## src/hw/rtl/lcb_pkg.sv

```systemverilog
// lcb_pkg: shared types, constants and helpers for the line column balancer
// no dependencies; imported by every module of the block
`timescale 1ns / 1ps
`default_nettype none

package lcb_pkg;

  localparam int PosBits     = 24;
  localparam int MaxColumns  = 64;
  localparam int ColBits     = 6;
  localparam int CountBits   = 7;
  localparam int FlagBits    = 1;
  localparam int CfgIdxBits  = 3;
  localparam int CfgDataBits = 24;

  typedef logic [PosBits-1:0]   pos_t;
  typedef logic [ColBits-1:0]   col_t;
  typedef logic [CountBits-1:0] count_t;

  typedef enum logic [CfgIdxBits-1:0] {
    CfgColumnTotal  = 3'd0,
    CfgColumnPitch  = 3'd1,
    CfgTargetHeight = 3'd2,
    CfgFillAuto     = 3'd3
  } cfg_idx_e;

  typedef struct packed {
    pos_t             line_top;
    pos_t             box_height;
    pos_t             line_left;
    logic [FlagBits-1:0] last_line;
  } in_word_t;

  typedef struct packed {
    pos_t             placed_left;
    pos_t             placed_top;
    col_t             column_number;
    logic [FlagBits-1:0] is_final;
    count_t           columns_used;
    pos_t             tallest_column;
  } out_word_t;

  // settings as seen by the datapath, column count already clamped
  typedef struct packed {
    count_t col_limit;
    pos_t   column_pitch;
    pos_t   col_target;
    logic   fill_auto;
  } cfg_t;

  function automatic pos_t sat_add(input pos_t a, input pos_t b);
    logic [PosBits:0] s;
    s = {1'b0, a} + {1'b0, b};
    return s[PosBits] ? {PosBits{1'b1}} : s[PosBits-1:0];
  endfunction

  function automatic pos_t clamp_sub(input pos_t a, input pos_t b);
    return (a > b) ? (a - b) : '0;
  endfunction

endpackage

`default_nettype wire

```

## src/hw/rtl/lcb_cfg_regs.sv

```systemverilog
// lcb_cfg_regs: settings registers written through the configuration channel
// depends on lcb_pkg
`timescale 1ns / 1ps
`default_nettype none

module lcb_cfg_regs
  import lcb_pkg::*;
(
  input  wire logic                   clk_i,
  input  wire logic                   rst_ni,
  input  wire logic                   wr_en_i,
  input  wire logic [CfgIdxBits-1:0]  wr_index_i,
  input  wire logic [CfgDataBits-1:0] wr_data_i,
  output cfg_t                        cfg_o
);

  count_t column_total_q, column_total_d;
  pos_t   column_pitch_q, column_pitch_d;
  pos_t   col_target_q, col_target_d;
  logic   fill_auto_q, fill_auto_d;

  always_comb begin
    column_total_d  = column_total_q;
    column_pitch_d  = column_pitch_q;
    col_target_d    = col_target_q;
    fill_auto_d     = fill_auto_q;
    if (wr_en_i) begin
      unique case (cfg_idx_e'(wr_index_i))
        CfgColumnTotal:  column_total_d  = wr_data_i[CountBits-1:0];
        CfgColumnPitch:  column_pitch_d  = wr_data_i[PosBits-1:0];
        CfgTargetHeight: col_target_d    = wr_data_i[PosBits-1:0];
        CfgFillAuto:     fill_auto_d     = wr_data_i[0];
        default: ;
      endcase
    end
  end

  always_ff @(posedge clk_i or negedge rst_ni) begin
    if (!rst_ni) begin
      column_total_q  <= CountBits'(1);
      column_pitch_q  <= '0;
      col_target_q    <= '0;
      fill_auto_q     <= 1'b0;
    end else begin
      column_total_q  <= column_total_d;
      column_pitch_q  <= column_pitch_d;
      col_target_q    <= col_target_d;
      fill_auto_q     <= fill_auto_d;
    end
  end

  // zero counts as one column, anything above the maximum as the maximum
  always_comb begin
    if (column_total_q == '0) begin
      cfg_o.col_limit = CountBits'(1);
    end else if (column_total_q > CountBits'(MaxColumns)) begin
      cfg_o.col_limit = CountBits'(MaxColumns);
    end else begin
      cfg_o.col_limit = column_total_q;
    end
    cfg_o.column_pitch  = column_pitch_q;
    cfg_o.col_target    = col_target_q;
    cfg_o.fill_auto     = fill_auto_q;
  end

endmodule

`default_nettype wire

```

## src/hw/rtl/lcb_place_core.sv

```systemverilog
// lcb_place_core: group state registers and single-pass column placement logic
// depends on lcb_pkg
`timescale 1ns / 1ps
`default_nettype none

module lcb_place_core
  import lcb_pkg::*;
(
  input  wire logic clk_i,
  input  wire logic rst_ni,
  input  wire logic step_i,
  input  wire in_word_t word_i,
  input  wire cfg_t     cfg_i,
  output out_word_t result_o
);

  pos_t ref_top_q, ref_top_d;
  pos_t col_start_q, col_start_d;
  logic begun_q, begun_d;
  col_t cur_col_q, cur_col_d;
  pos_t col_offset_q, col_offset_d;
  pos_t tallest_q, tallest_d;

  pos_t   ref_eff, rel, off0, with0, over, under, off, col_fill;
  pos_t   col_start_n, col_offset_n, tall_n, tall_fin;
  col_t   cur_n;
  logic   can_break, do_break, last;

  always_comb begin
    last      = word_i.last_line[0];
    ref_eff   = begun_q ? ref_top_q : word_i.line_top;
    rel       = clamp_sub(word_i.line_top, ref_eff);
    can_break = begun_q && ((CountBits'(cur_col_q) + CountBits'(1)) < cfg_i.col_limit);
    off0      = clamp_sub(rel, col_start_q);
    with0     = sat_add(off0, word_i.box_height);
    over      = with0 - cfg_i.col_target;
    under     = clamp_sub(cfg_i.col_target, off0);
    do_break  = can_break && (with0 > cfg_i.col_target) &&
                (cfg_i.fill_auto || (under <= over));

    col_start_n  = do_break ? rel : col_start_q;
    cur_n        = do_break ? (cur_col_q + col_t'(1)) : cur_col_q;
    col_offset_n = do_break ? sat_add(col_offset_q, cfg_i.column_pitch) : col_offset_q;
    tall_n       = (do_break && (off0 > tallest_q)) ? off0 : tallest_q;

    // a fresh column starts at this line
    off      = do_break ? '0 : off0;
    col_fill = do_break ? word_i.box_height : with0;
    tall_fin = (col_fill > tall_n) ? col_fill : tall_n;

    result_o.placed_left    = sat_add(word_i.line_left, col_offset_n);
    result_o.placed_top     = sat_add(ref_eff, off);
    result_o.column_number  = cur_n;
    result_o.is_final       = word_i.last_line;
    result_o.columns_used   = last ? (CountBits'(cur_n) + CountBits'(1)) : '0;
    result_o.tallest_column = last ? tall_fin : '0;
  end

  always_comb begin
    ref_top_d    = ref_top_q;
    col_start_d  = col_start_q;
    begun_d      = begun_q;
    cur_col_d    = cur_col_q;
    col_offset_d = col_offset_q;
    tallest_d    = tallest_q;
    if (step_i) begin
      if (last) begin
        ref_top_d    = '0;
        col_start_d  = '0;
        begun_d      = 1'b0;
        cur_col_d    = '0;
        col_offset_d = '0;
        tallest_d    = '0;
      end else begin
        ref_top_d    = ref_eff;
        col_start_d  = col_start_n;
        begun_d      = 1'b1;
        cur_col_d    = cur_n;
        col_offset_d = col_offset_n;
        tallest_d    = tall_n;
      end
    end
  end

  always_ff @(posedge clk_i or negedge rst_ni) begin
    if (!rst_ni) begin
      ref_top_q    <= '0;
      col_start_q  <= '0;
      begun_q      <= 1'b0;
      cur_col_q    <= '0;
      col_offset_q <= '0;
      tallest_q    <= '0;
    end else begin
      ref_top_q    <= ref_top_d;
      col_start_q  <= col_start_d;
      begun_q      <= begun_d;
      cur_col_q    <= cur_col_d;
      col_offset_q <= col_offset_d;
      tallest_q    <= tallest_d;
    end
  end

  a_group_clears: assert property (@(posedge clk_i) disable iff (!rst_ni)
    (step_i && last) |=> (!begun_q && cur_col_q == '0 && col_offset_q == '0))
    else $error("group state not cleared after last line");

  a_column_needs_begun: assert property (@(posedge clk_i) disable iff (!rst_ni)
    (cur_col_q != '0) |-> begun_q)
    else $error("column advanced without a begun group");

  a_first_column_unshifted: assert property (@(posedge clk_i) disable iff (!rst_ni)
    (cur_col_q == '0) |-> (col_offset_q == '0))
    else $error("first column carries an x shift");

endmodule

`default_nettype wire

```

## src/hw/rtl/line_column_balancer.sv

```systemverilog
// line_column_balancer: top level, input register, placement core, result register
// depends on lcb_pkg, lcb_cfg_regs, lcb_place_core
//
//   channel | direction | handshake             | word
//   in      | sink      | in_valid_i/in_ready_o | in_word_t
//   out     | source    | out_valid_o/out_ready_i | out_word_t
//   cfg     | sink      | cfg_valid_i/cfg_ready_o | cfg_index_i, cfg_data_i
//
// one word per cycle unless stalled; words pass the input register, then the result register
// the column state update and placement share one pass between the input and result registers
// a stalled result holds the input register; with both full, in_ready_o follows out_ready_i
// reset clears the settings to their defaults and the group state to zero
`timescale 1ns / 1ps
`default_nettype none

module line_column_balancer
  import lcb_pkg::*;
(
  input  wire logic                   clk_i,
  input  wire logic                   rst_ni,
  input  wire logic                   in_valid_i,
  output      logic                   in_ready_o,
  input  wire in_word_t               in_word_i,
  output      logic                   out_valid_o,
  input  wire logic                   out_ready_i,
  output out_word_t                   out_word_o,
  input  wire logic                   cfg_valid_i,
  output      logic                   cfg_ready_o,
  input  wire logic [CfgIdxBits-1:0]  cfg_index_i,
  input  wire logic [CfgDataBits-1:0] cfg_data_i
);

  cfg_t      cfg;
  in_word_t  in_q;
  logic      in_valid_q;
  out_word_t out_q, result;
  logic      out_valid_q;
  logic      advance, step;

  assign cfg_ready_o = 1'b1;
  assign advance     = !out_valid_q || out_ready_i;
  assign step        = in_valid_q && advance;
  assign in_ready_o  = !in_valid_q || advance;

  lcb_cfg_regs u_cfg (
    .clk_i      (clk_i),
    .rst_ni     (rst_ni),
    .wr_en_i    (cfg_valid_i && cfg_ready_o),
    .wr_index_i (cfg_index_i),
    .wr_data_i  (cfg_data_i),
    .cfg_o      (cfg)
  );

  lcb_place_core u_core (
    .clk_i    (clk_i),
    .rst_ni   (rst_ni),
    .step_i   (step),
    .word_i   (in_q),
    .cfg_i    (cfg),
    .result_o (result)
  );

  always_ff @(posedge clk_i or negedge rst_ni) begin
    if (!rst_ni) begin
      in_valid_q <= 1'b0;
    end else if (in_ready_o) begin
      in_valid_q <= in_valid_i;
    end
  end

  always_ff @(posedge clk_i) begin
    if (in_valid_i && in_ready_o) begin
      in_q <= in_word_i;
    end
  end

  always_ff @(posedge clk_i or negedge rst_ni) begin
    if (!rst_ni) begin
      out_valid_q <= 1'b0;
    end else if (advance) begin
      out_valid_q <= in_valid_q;
    end
  end

  always_ff @(posedge clk_i) begin
    if (step) begin
      out_q <= result;
    end
  end

  assign out_valid_o = out_valid_q;
  assign out_word_o  = out_q;

  a_held_input: assert property (@(posedge clk_i) disable iff (!rst_ni)
    (in_valid_q && !advance) |=> (in_valid_q && $stable(in_q)))
    else $error("input register lost a stalled word");

  a_nonfinal_zero: assert property (@(posedge clk_i) disable iff (!rst_ni)
    (out_valid_q && !out_q.is_final[0]) |->
      (out_q.columns_used == '0 && out_q.tallest_column == '0))
    else $error("group summary on a line that is not final");

  a_final_count: assert property (@(posedge clk_i) disable iff (!rst_ni)
    (out_valid_q && out_q.is_final[0]) |->
      (out_q.columns_used == (CountBits'(out_q.column_number) + CountBits'(1))))
    else $error("used column count disagrees with last column");

endmodule

`default_nettype wire
```

## config.mk

```make
export PLATFORM = sky130hd
export DESIGN_NAME = line_column_balancer
export DESIGN_NICKNAME = d
export VERILOG_FILES = /design/src/hw/rtl/lcb_pkg.sv /design/src/hw/rtl/lcb_cfg_regs.sv /design/src/hw/rtl/lcb_place_core.sv /design/src/hw/rtl/line_column_balancer.sv
export SDC_FILE = /design/constraint.sdc
export NUM_CORES = 1
export LEC_CHECK = 0
export ABC_AREA = 1
export CORE_ASPECT_RATIO = 1.25
export CORE_UTILIZATION = 35
export DETAILED_ROUTE_END_ITERATION = 12
export DONT_BUFFER_PORTS = 1
export GPL_ROUTABILITY_DRIVEN = 0
export HOLD_SLACK_MARGIN = 0.15
export PLACE_DENSITY = 0.58
export SKIP_LAST_GASP = 1
export SYNTH_ARGS = -nofsm -noshare
export SYNTH_HDL_FRONTEND = slang
export SYNTH_SLANG_ARGS = --single-unit
```

## constraint.sdc

```tcl
create_clock -name clk_i -period 35.7 [get_ports clk_i]
set_clock_uncertainty 0.1 [all_clocks]
set_input_delay 1.785 -clock clk_i [delete_from_list [all_inputs] [get_ports clk_i]]
set_output_delay 1.785 -clock clk_i [all_outputs]
set_load 0.02 [all_outputs]
```

After elaboration in Yosys (flattened, before gate mapping)
Cells that the tools add are included.
{"block": "op_classes", "magnitude_cmp": 9, "n_addsub": 11, "mux": 21, "n_eq_ne": 3, "n_reduce_logical": 19}
{"op": "$mux W24", "n": 16}
{"op": "$gt A24 B24 Y1", "n": 6}
{"op": "$add A24 B24 Y25", "n": 4}
{"op": "$sub A24 B24 Y24", "n": 4}
{"op": "$le A24 B24 Y1", "n": 1}
{"op": "$add A6 B1 Y7 const B", "n": 2}
{"op": "$mux W7", "n": 2}
{"op": "$mux W6", "n": 2}
{"op": "$reduce_and A2 Y1", "n": 5}
{"op": "$gt A7 B7 Y1 const B", "n": 1}
{"op": "$logic_not A7 Y1", "n": 1}
{"op": "$lt A7 B7 Y1", "n": 1}
{"op": "$add A6 B1 Y6 const B", "n": 1}
{"op": "$eq A3 B2 Y1 const B", "n": 2}
{"op": "$logic_and A1 B1 Y1", "n": 6}
{"op": "$eq A3 B1 Y1 const B", "n": 1}
{"op": "$logic_not A3 Y1", "n": 1}
{"op": "$logic_or A1 B1 Y1", "n": 3}
{"op": "$logic_not A1 Y1", "n": 2}
{"op": "$reduce_bool A2 Y1", "n": 1}
{"op": "$mux W1", "n": 1}
{"block": "totals", "in_bits": 105, "word_cells": 85, "out_inout_bits": 89, "regBits": 320}

Longest topological paths before layout
{"block": "depth", "depth_word": 15, "mapped_depth": 102, "depth_no_buf": 96}

Cells and area by module
A second synthesis with hierarchy kept.
{"block": "hier_totals", "hier_cells": 3520, "hier_area_um2": 26195.1}
{"module": "lcb_place_core", "instances": 1, "cells_per_inst": 3113, "seq_area_each_um2": 2577.5, "area_per_inst_um2": 19059.5}
{"module": "line_column_balancer", "instances": 1, "cells_per_inst": 173, "seq_area_each_um2": 4824.6, "area_per_inst_um2": 4880.9}
{"module": "lcb_cfg_regs", "instances": 1, "cells_per_inst": 234, "seq_area_each_um2": 1402.6, "area_per_inst_um2": 2254.7}

Least setup slack after synthesis
No wires, ideal clock.
{"block": "synth_timing", "path_type": "register to register", "start": "register u_core.begun_q", "end": "register out_q, in the netlist out_word_o[77] (data pin)", "path_slack_ns": 22.535, "period_less_slack_ns": 13.165, "required_time_ns": 35.326, "stages_incl_launch_ff": 100, "setup_ns": 0.274, "t_arrival_ns": 12.790, "n_path_buf": 7, "cell_sequence": "dfrtp_1 -> clkbuf_1 -> clkbuf_1 -> o21ai_0 -> inv_1 -> ha_1 -> inv_1 -> fa_1 -> nand2_1 -> o21ai_0 -> a21oi_1 -> o21ai_2 -> a21oi_1 -> o21ai_2 -> a21boi_0 -> inv_1 -> nand2_1 -> nand2_1 -> [... 64 more ...] -> inv_1 -> or2_2 -> nand2_1 -> inv_1 -> ha_1 -> a21oi_1 -> o21ai_1 -> a21oi_1 -> nor4_1 -> nor2_1 -> o21ai_1 -> nand3_1 -> nand2_1 -> a31oi_1 -> nor3_1 -> nor3_2 -> clkbuf_1 -> nand3_1"}
{"block": "synth_via", "elab_chain_cells": 13, "word_cells_on_any_way": 21, "classes_between": "6 x add/sub; 5 x order compare; 6 x mux; 4 x reduce/logical"}
{"element": "start: declaration", "line": "lcb_place_core.sv:19", "text": "logic begun_q, begun_d;"}
{"element": "start signal: assignment", "line": "lcb_place_core.sv:96", "text": "begun_q <= begun_d;"}
{"element": "$mux W24", "line": "lcb_place_core.sv:31", "text": "ref_eff = begun_q ? ref_top_q : word_i.line_top;"}
{"element": "$sub A24 B24 Y24 or $gt A24 B24 Y1 (tied branches)", "line": "lcb_pkg.sv:58", "text": "return (a > b) ? (a - b) : '0;"}
{"element": "$mux W24", "line": "lcb_pkg.sv:58"}
{"element": "$sub A24 B24 Y24 or $gt A24 B24 Y1 (tied branches)", "line": "lcb_pkg.sv:58"}
{"element": "$mux W24", "line": "lcb_pkg.sv:58"}
{"element": "$add A24 B24 Y25", "line": "lcb_pkg.sv:53", "text": "s = {1'b0, a} + {1'b0, b};"}
{"element": "$mux W24", "line": "lcb_pkg.sv:54", "text": "return s[PosBits] ? {PosBits{1'b1}} : s[PosBits-1:0];"}
{"element": "$sub A24 B24 Y24", "line": "lcb_place_core.sv:36", "text": "over = with0 - cfg_i.col_target;"}
{"element": "$le A24 B24 Y1", "line": "lcb_place_core.sv:39", "text": "(cfg_i.fill_auto || (under <= over));"}
{"element": "$logic_or A1 B1 Y1", "line": "lcb_place_core.sv:39"}
{"element": "$logic_and A1 B1 Y1 (*)", "line": "lcb_place_core.sv:38", "text": "do_break = can_break && (with0 > cfg_i.col_target) &&"}
{"element": "$mux W24 (*)", "line": "lcb_place_core.sv:43", "text": "col_offset_n = do_break ? sat_add(col_offset_q, cfg_i.column_pitch) : col_offset_q;"}
{"element": "$add A24 B24 Y25 (*)", "line": "lcb_pkg.sv:53"}
{"element": "end signal: assignment", "line": "line_column_balancer.sv:87", "text": "out_q <= result;"}
{"element": "end: declaration", "line": "line_column_balancer.sv:36", "text": "out_word_t out_q, result;"}
Every way passes the cells marked *; elsewhere a longest branch is shown, timed or not.
A chain may end at the register's enable or synchronous reset.

Worst setup path in the final report
{"block": "layout_timing", "start": "register u_core.begun_q", "end": "register out_q, in the netlist out_word_o[10] (data pin)"}
{"block": "layout_via", "elab_chain_cells": 15, "word_cells_on_any_way": 25, "classes_between": "5 x add/sub; 7 x order compare; 8 x mux; 5 x reduce/logical"}
{"element": "$mux W24", "line": "lcb_place_core.sv:31"}
{"element": "$sub A24 B24 Y24 or $gt A24 B24 Y1 (tied branches)", "line": "lcb_pkg.sv:58"}
{"element": "$mux W24", "line": "lcb_pkg.sv:58"}
{"element": "$sub A24 B24 Y24 or $gt A24 B24 Y1 (tied branches)", "line": "lcb_pkg.sv:58"}
{"element": "$mux W24", "line": "lcb_pkg.sv:58"}
{"element": "$add A24 B24 Y25", "line": "lcb_pkg.sv:53"}
{"element": "$mux W24", "line": "lcb_pkg.sv:54"}
{"element": "$sub A24 B24 Y24", "line": "lcb_place_core.sv:36"}
{"element": "$le A24 B24 Y1", "line": "lcb_place_core.sv:39"}
{"element": "$logic_or A1 B1 Y1", "line": "lcb_place_core.sv:39"}
{"element": "$logic_and A1 B1 Y1", "line": "lcb_place_core.sv:38"}
{"element": "$logic_and A1 B1 Y1", "line": "lcb_place_core.sv:44", "text": "tall_n = (do_break && (off0 > tallest_q)) ? off0 : tallest_q;"}
{"element": "$mux W24", "line": "lcb_place_core.sv:44"}
{"element": "$gt A24 B24 Y1", "line": "lcb_place_core.sv:49", "text": "tall_fin = (col_fill > tall_n) ? col_fill : tall_n;"}
{"element": "$mux W24 (*)", "line": "lcb_place_core.sv:49"}
Marked as above.

==> out/metrics.yaml <==
run_status: "finished clean"
report.final.slew_viol_count: 0
clock_insertion_delay_worst_skew_ns: 0.58
post_synth_main_area_contributors: "edfxtp_1, dfrtp_1, ha_1, nand2_1, inv_1"
post-route-min-period_ns: 15.81
timing.final.crit_share_pct: 44.3
area.growth.synth_to_final_pct: 8.86
ctsHtreeMaxLevel: 2
instance_count_of_the_mapped_netlist: 3248
ys_dominant_reg_cell: "dfrtp_1"
cpMaxStageDelayCell: "clkinv_1"
drtIter0Drc: 1242
grt_overflow: 0
design.final.nets: 3609
synthesis.area_um2: 24800
max_slew.worst_pin.slew_ns: 1.14
chipWidth_um: 240
setup_viol: 0
timing.reg2reg.setup_slack_ns: 19.89
synth.largest_area_cell: "edfxtp_1"
asyncSetResetFlopFracSynth_pct: 50.3
postLayoutCellArea_um2: 26900
via_per_inst: 4.97
mean_cell_area_of_the_mapped_netlist_um2: 7.62
cts.path.max_buffers: 3
timing.max_slew.rel_slack_pct: 24.1
port_buffers: 0
initial_util_pct: 35.5
post_cts_resize_count: 0
clock-root-buffer: "clkbuf_16"
clock_sinks: 320
placed_area_um2: 25700
timing_hold_violations_final: 0
crit-reg2reg-capture: "out_word_o[10]"
worst-path-max-fanout: 49
slowest_delay_ns: 0.62
finalHoldWorstSlack_ns: 0.399
via_count: 20825
drv.max_cap_violation_count: 0
r2r_cells: 87
grt.total_usage_pct: 20.7
initial_antenna_violation_count: 1
cts_inserted_buffers: 38
unrepaired_setup_endpoints_after_global_routing: "no"
totalWireLength_mm: 73.9
drtAntennaViolNets: 0
worstSetupEndpointType: "flop"
synth_fp_nets: 3631
synth_top_area_share_pct: 19.3
synth-edff-count: 159
hpwl_mm: 58.1
drt-pass1-iter-count: 5
design.portCount: 194
yosys_warnings: 0
number_of_global_route_vias_before_repair: 20243
design.core.area_um2: 69700
global_route_wire_length_before_repair_mm: 115
postLayoutCoreUtil_pct: 38.7
worst-endpoint-required_ns: 35.94
layout_common_cells: "nand2_1, inv_1, ha_1"
worstSetupPathType: "reg -> reg"
timing.critical_path.mode_cell: "nand2_1"
min-delay-path-class: "reg -> reg"
worst_ep_arrival_time_ns: 16.05
worst_setup_path_endpoint: "out_word_o[10]"
cts.hold.buffers_added: 0
final_common_cell: "nand2_1"
fmax_mhz: 63.2
post-route-drc-count: 0
fin_tns_setup_ns: 0
fp.dieH_um: 299
cts_tree: "done"
core.rowCount: 108
post_cts_buffers: 0
synth-seq-cells: 320
synth_cell_types: 58
synth_sequential_area_ratio_pct: 35.6
clock_pin_slew_on_the_worst_setup_and_hold_paths_ns: 0.06
r2r_start: "u_core.begun_q"
setup.worst_path.start_class: "flop"
detail_route.wl_per_cell_um: 17.6
fp.dieArea_um2: 71800
largest_net_degree_at_the_start_of_global_routing: 162
drive_gt1_share_pct: 5.75
worstSetupStartpoint: "u_core.begun_q"
-- layout make-up --
class                      instances  area, um2
fill                            7433      42800
multi-input combinational       2287      13500
sequential                       320       8800
inverter                         566       2130
tap                              935       1170
clock buffer                      49       1060
clock inverter                    19        210
timing repair buffer              13       97.6
antenna                            1       2.50
-- routing by layer --
layer	part of all wire, %	vias to the layer above	track usage, %
li1	-	10679	-
met1	43	9494	25.7
met2	47	523	34.5
met3	6.1	127	4.18
met4	4.5	2	9.10
met5	0.011	-	0
-- worst min-delay path by stage --
stage / start / endpoint / slack, ns / cells past startpoint
2_1_floorplan: u_cfg.fill_auto_q / u_cfg.fill_auto_q / 0.35 / 2
3_3_place_gp: u_cfg.column_pitch_q[2] / u_cfg.column_pitch_q[2] / 0.38 / 2
3_5_place_dp: u_cfg.column_pitch_q[5] / u_cfg.column_pitch_q[5] / 0.39 / 2
4_1_cts: u_cfg.column_pitch_q[22] / u_cfg.column_pitch_q[22] / 0.40 / 2
5_1_grt: u_cfg.column_total_q[0] / u_cfg.column_total_q[0] / 0.42 / 2
6_report: u_cfg.column_pitch_q[22] / u_cfg.column_pitch_q[22] / 0.40 / 2
-- kinds of logic (layout without fill, tap and decap cells) --
group / after synthesis / in the layout / share of synthesized area [%]
buffers and inverters: 641 / 647 / 10.1
AOI/OAI and AO/OA: 657 / 657 / 15.1
xor gates and xnor gates: 109 / 109 / 3.86
adders and majority gates: 278 / 278 / 14.3
and+or+nand+nor: 1242 / 1242 / 21.1
DFF: 320 / 320 / 35.6
other: 1 / 2 / 0.0151
-- cells in the mapped netlist, types with 14 or more instances --
library cell and number:
xor2_1 60, nand2_1 729, nand3_1 141, edfxtp_1 159, inv_1 552, o22ai_1 84, clkbuf_1 51, o21bai_1 19
or2_2 48, dfrtp_1 160, o21ai_1 14, a21o_1 17, o21ai_0 213, a21oi_1 222, xnor2_1 49, nand4_1 19
a21oi_2 21, a31oi_1 16, nor2_1 234, nor3_1 21, ha_1 270
-- registers in the layout (all words and copies together), names as in the netlist --
register / count
out_valid_o: 1
out_word_o: 86
u_cfg.column_pitch_q: 24
u_core.col_offset_q: 24
u_core.ref_top_q: 24
u_core.tallest_q: 24
u_core.cur_col_q: 6
u_cfg.fill_auto_q: 1
in_valid_q: 1
in_q: 73
u_cfg.col_target_q: 24
u_cfg.column_total_q: 7
u_core.col_start_q: 24
u_core.begun_q: 1
-- through the flow --
| stage | cells | worst slack, ns |
|---|---|---|
| 2_1_floorplan | 3248 | 22.54 |
| 3_3_place_gp | 4121 | 20.36 |
| 3_5_place_dp | 4121 | 20.17 |
| 4_1_cts | 4189 | 20.05 |
| 5_1_grt | 4189 | 18.22 |
| 6_report | 4190 | 19.89 |
-- worst max-delay path: cells and delay by family (launching register included) --
| kind | cells | cell delay, ns |
|---|---|---|
| adder cells (fa/ha/maj) | 8 | 2.43 |
| XOR/XNOR | 1 | 0.18 |
| buffers and inverters | 18 | 2.99 |
| AO/OA/AOI/OAI | 16 | 3.26 |
| AND/OR/NAND/NOR | 44 | 6.25 |
| flip-flops | 1 | 0.32 |
Power is not shown: default switching activity piles up to over one toggle a cycle in this logic, so the estimate is an artifact.
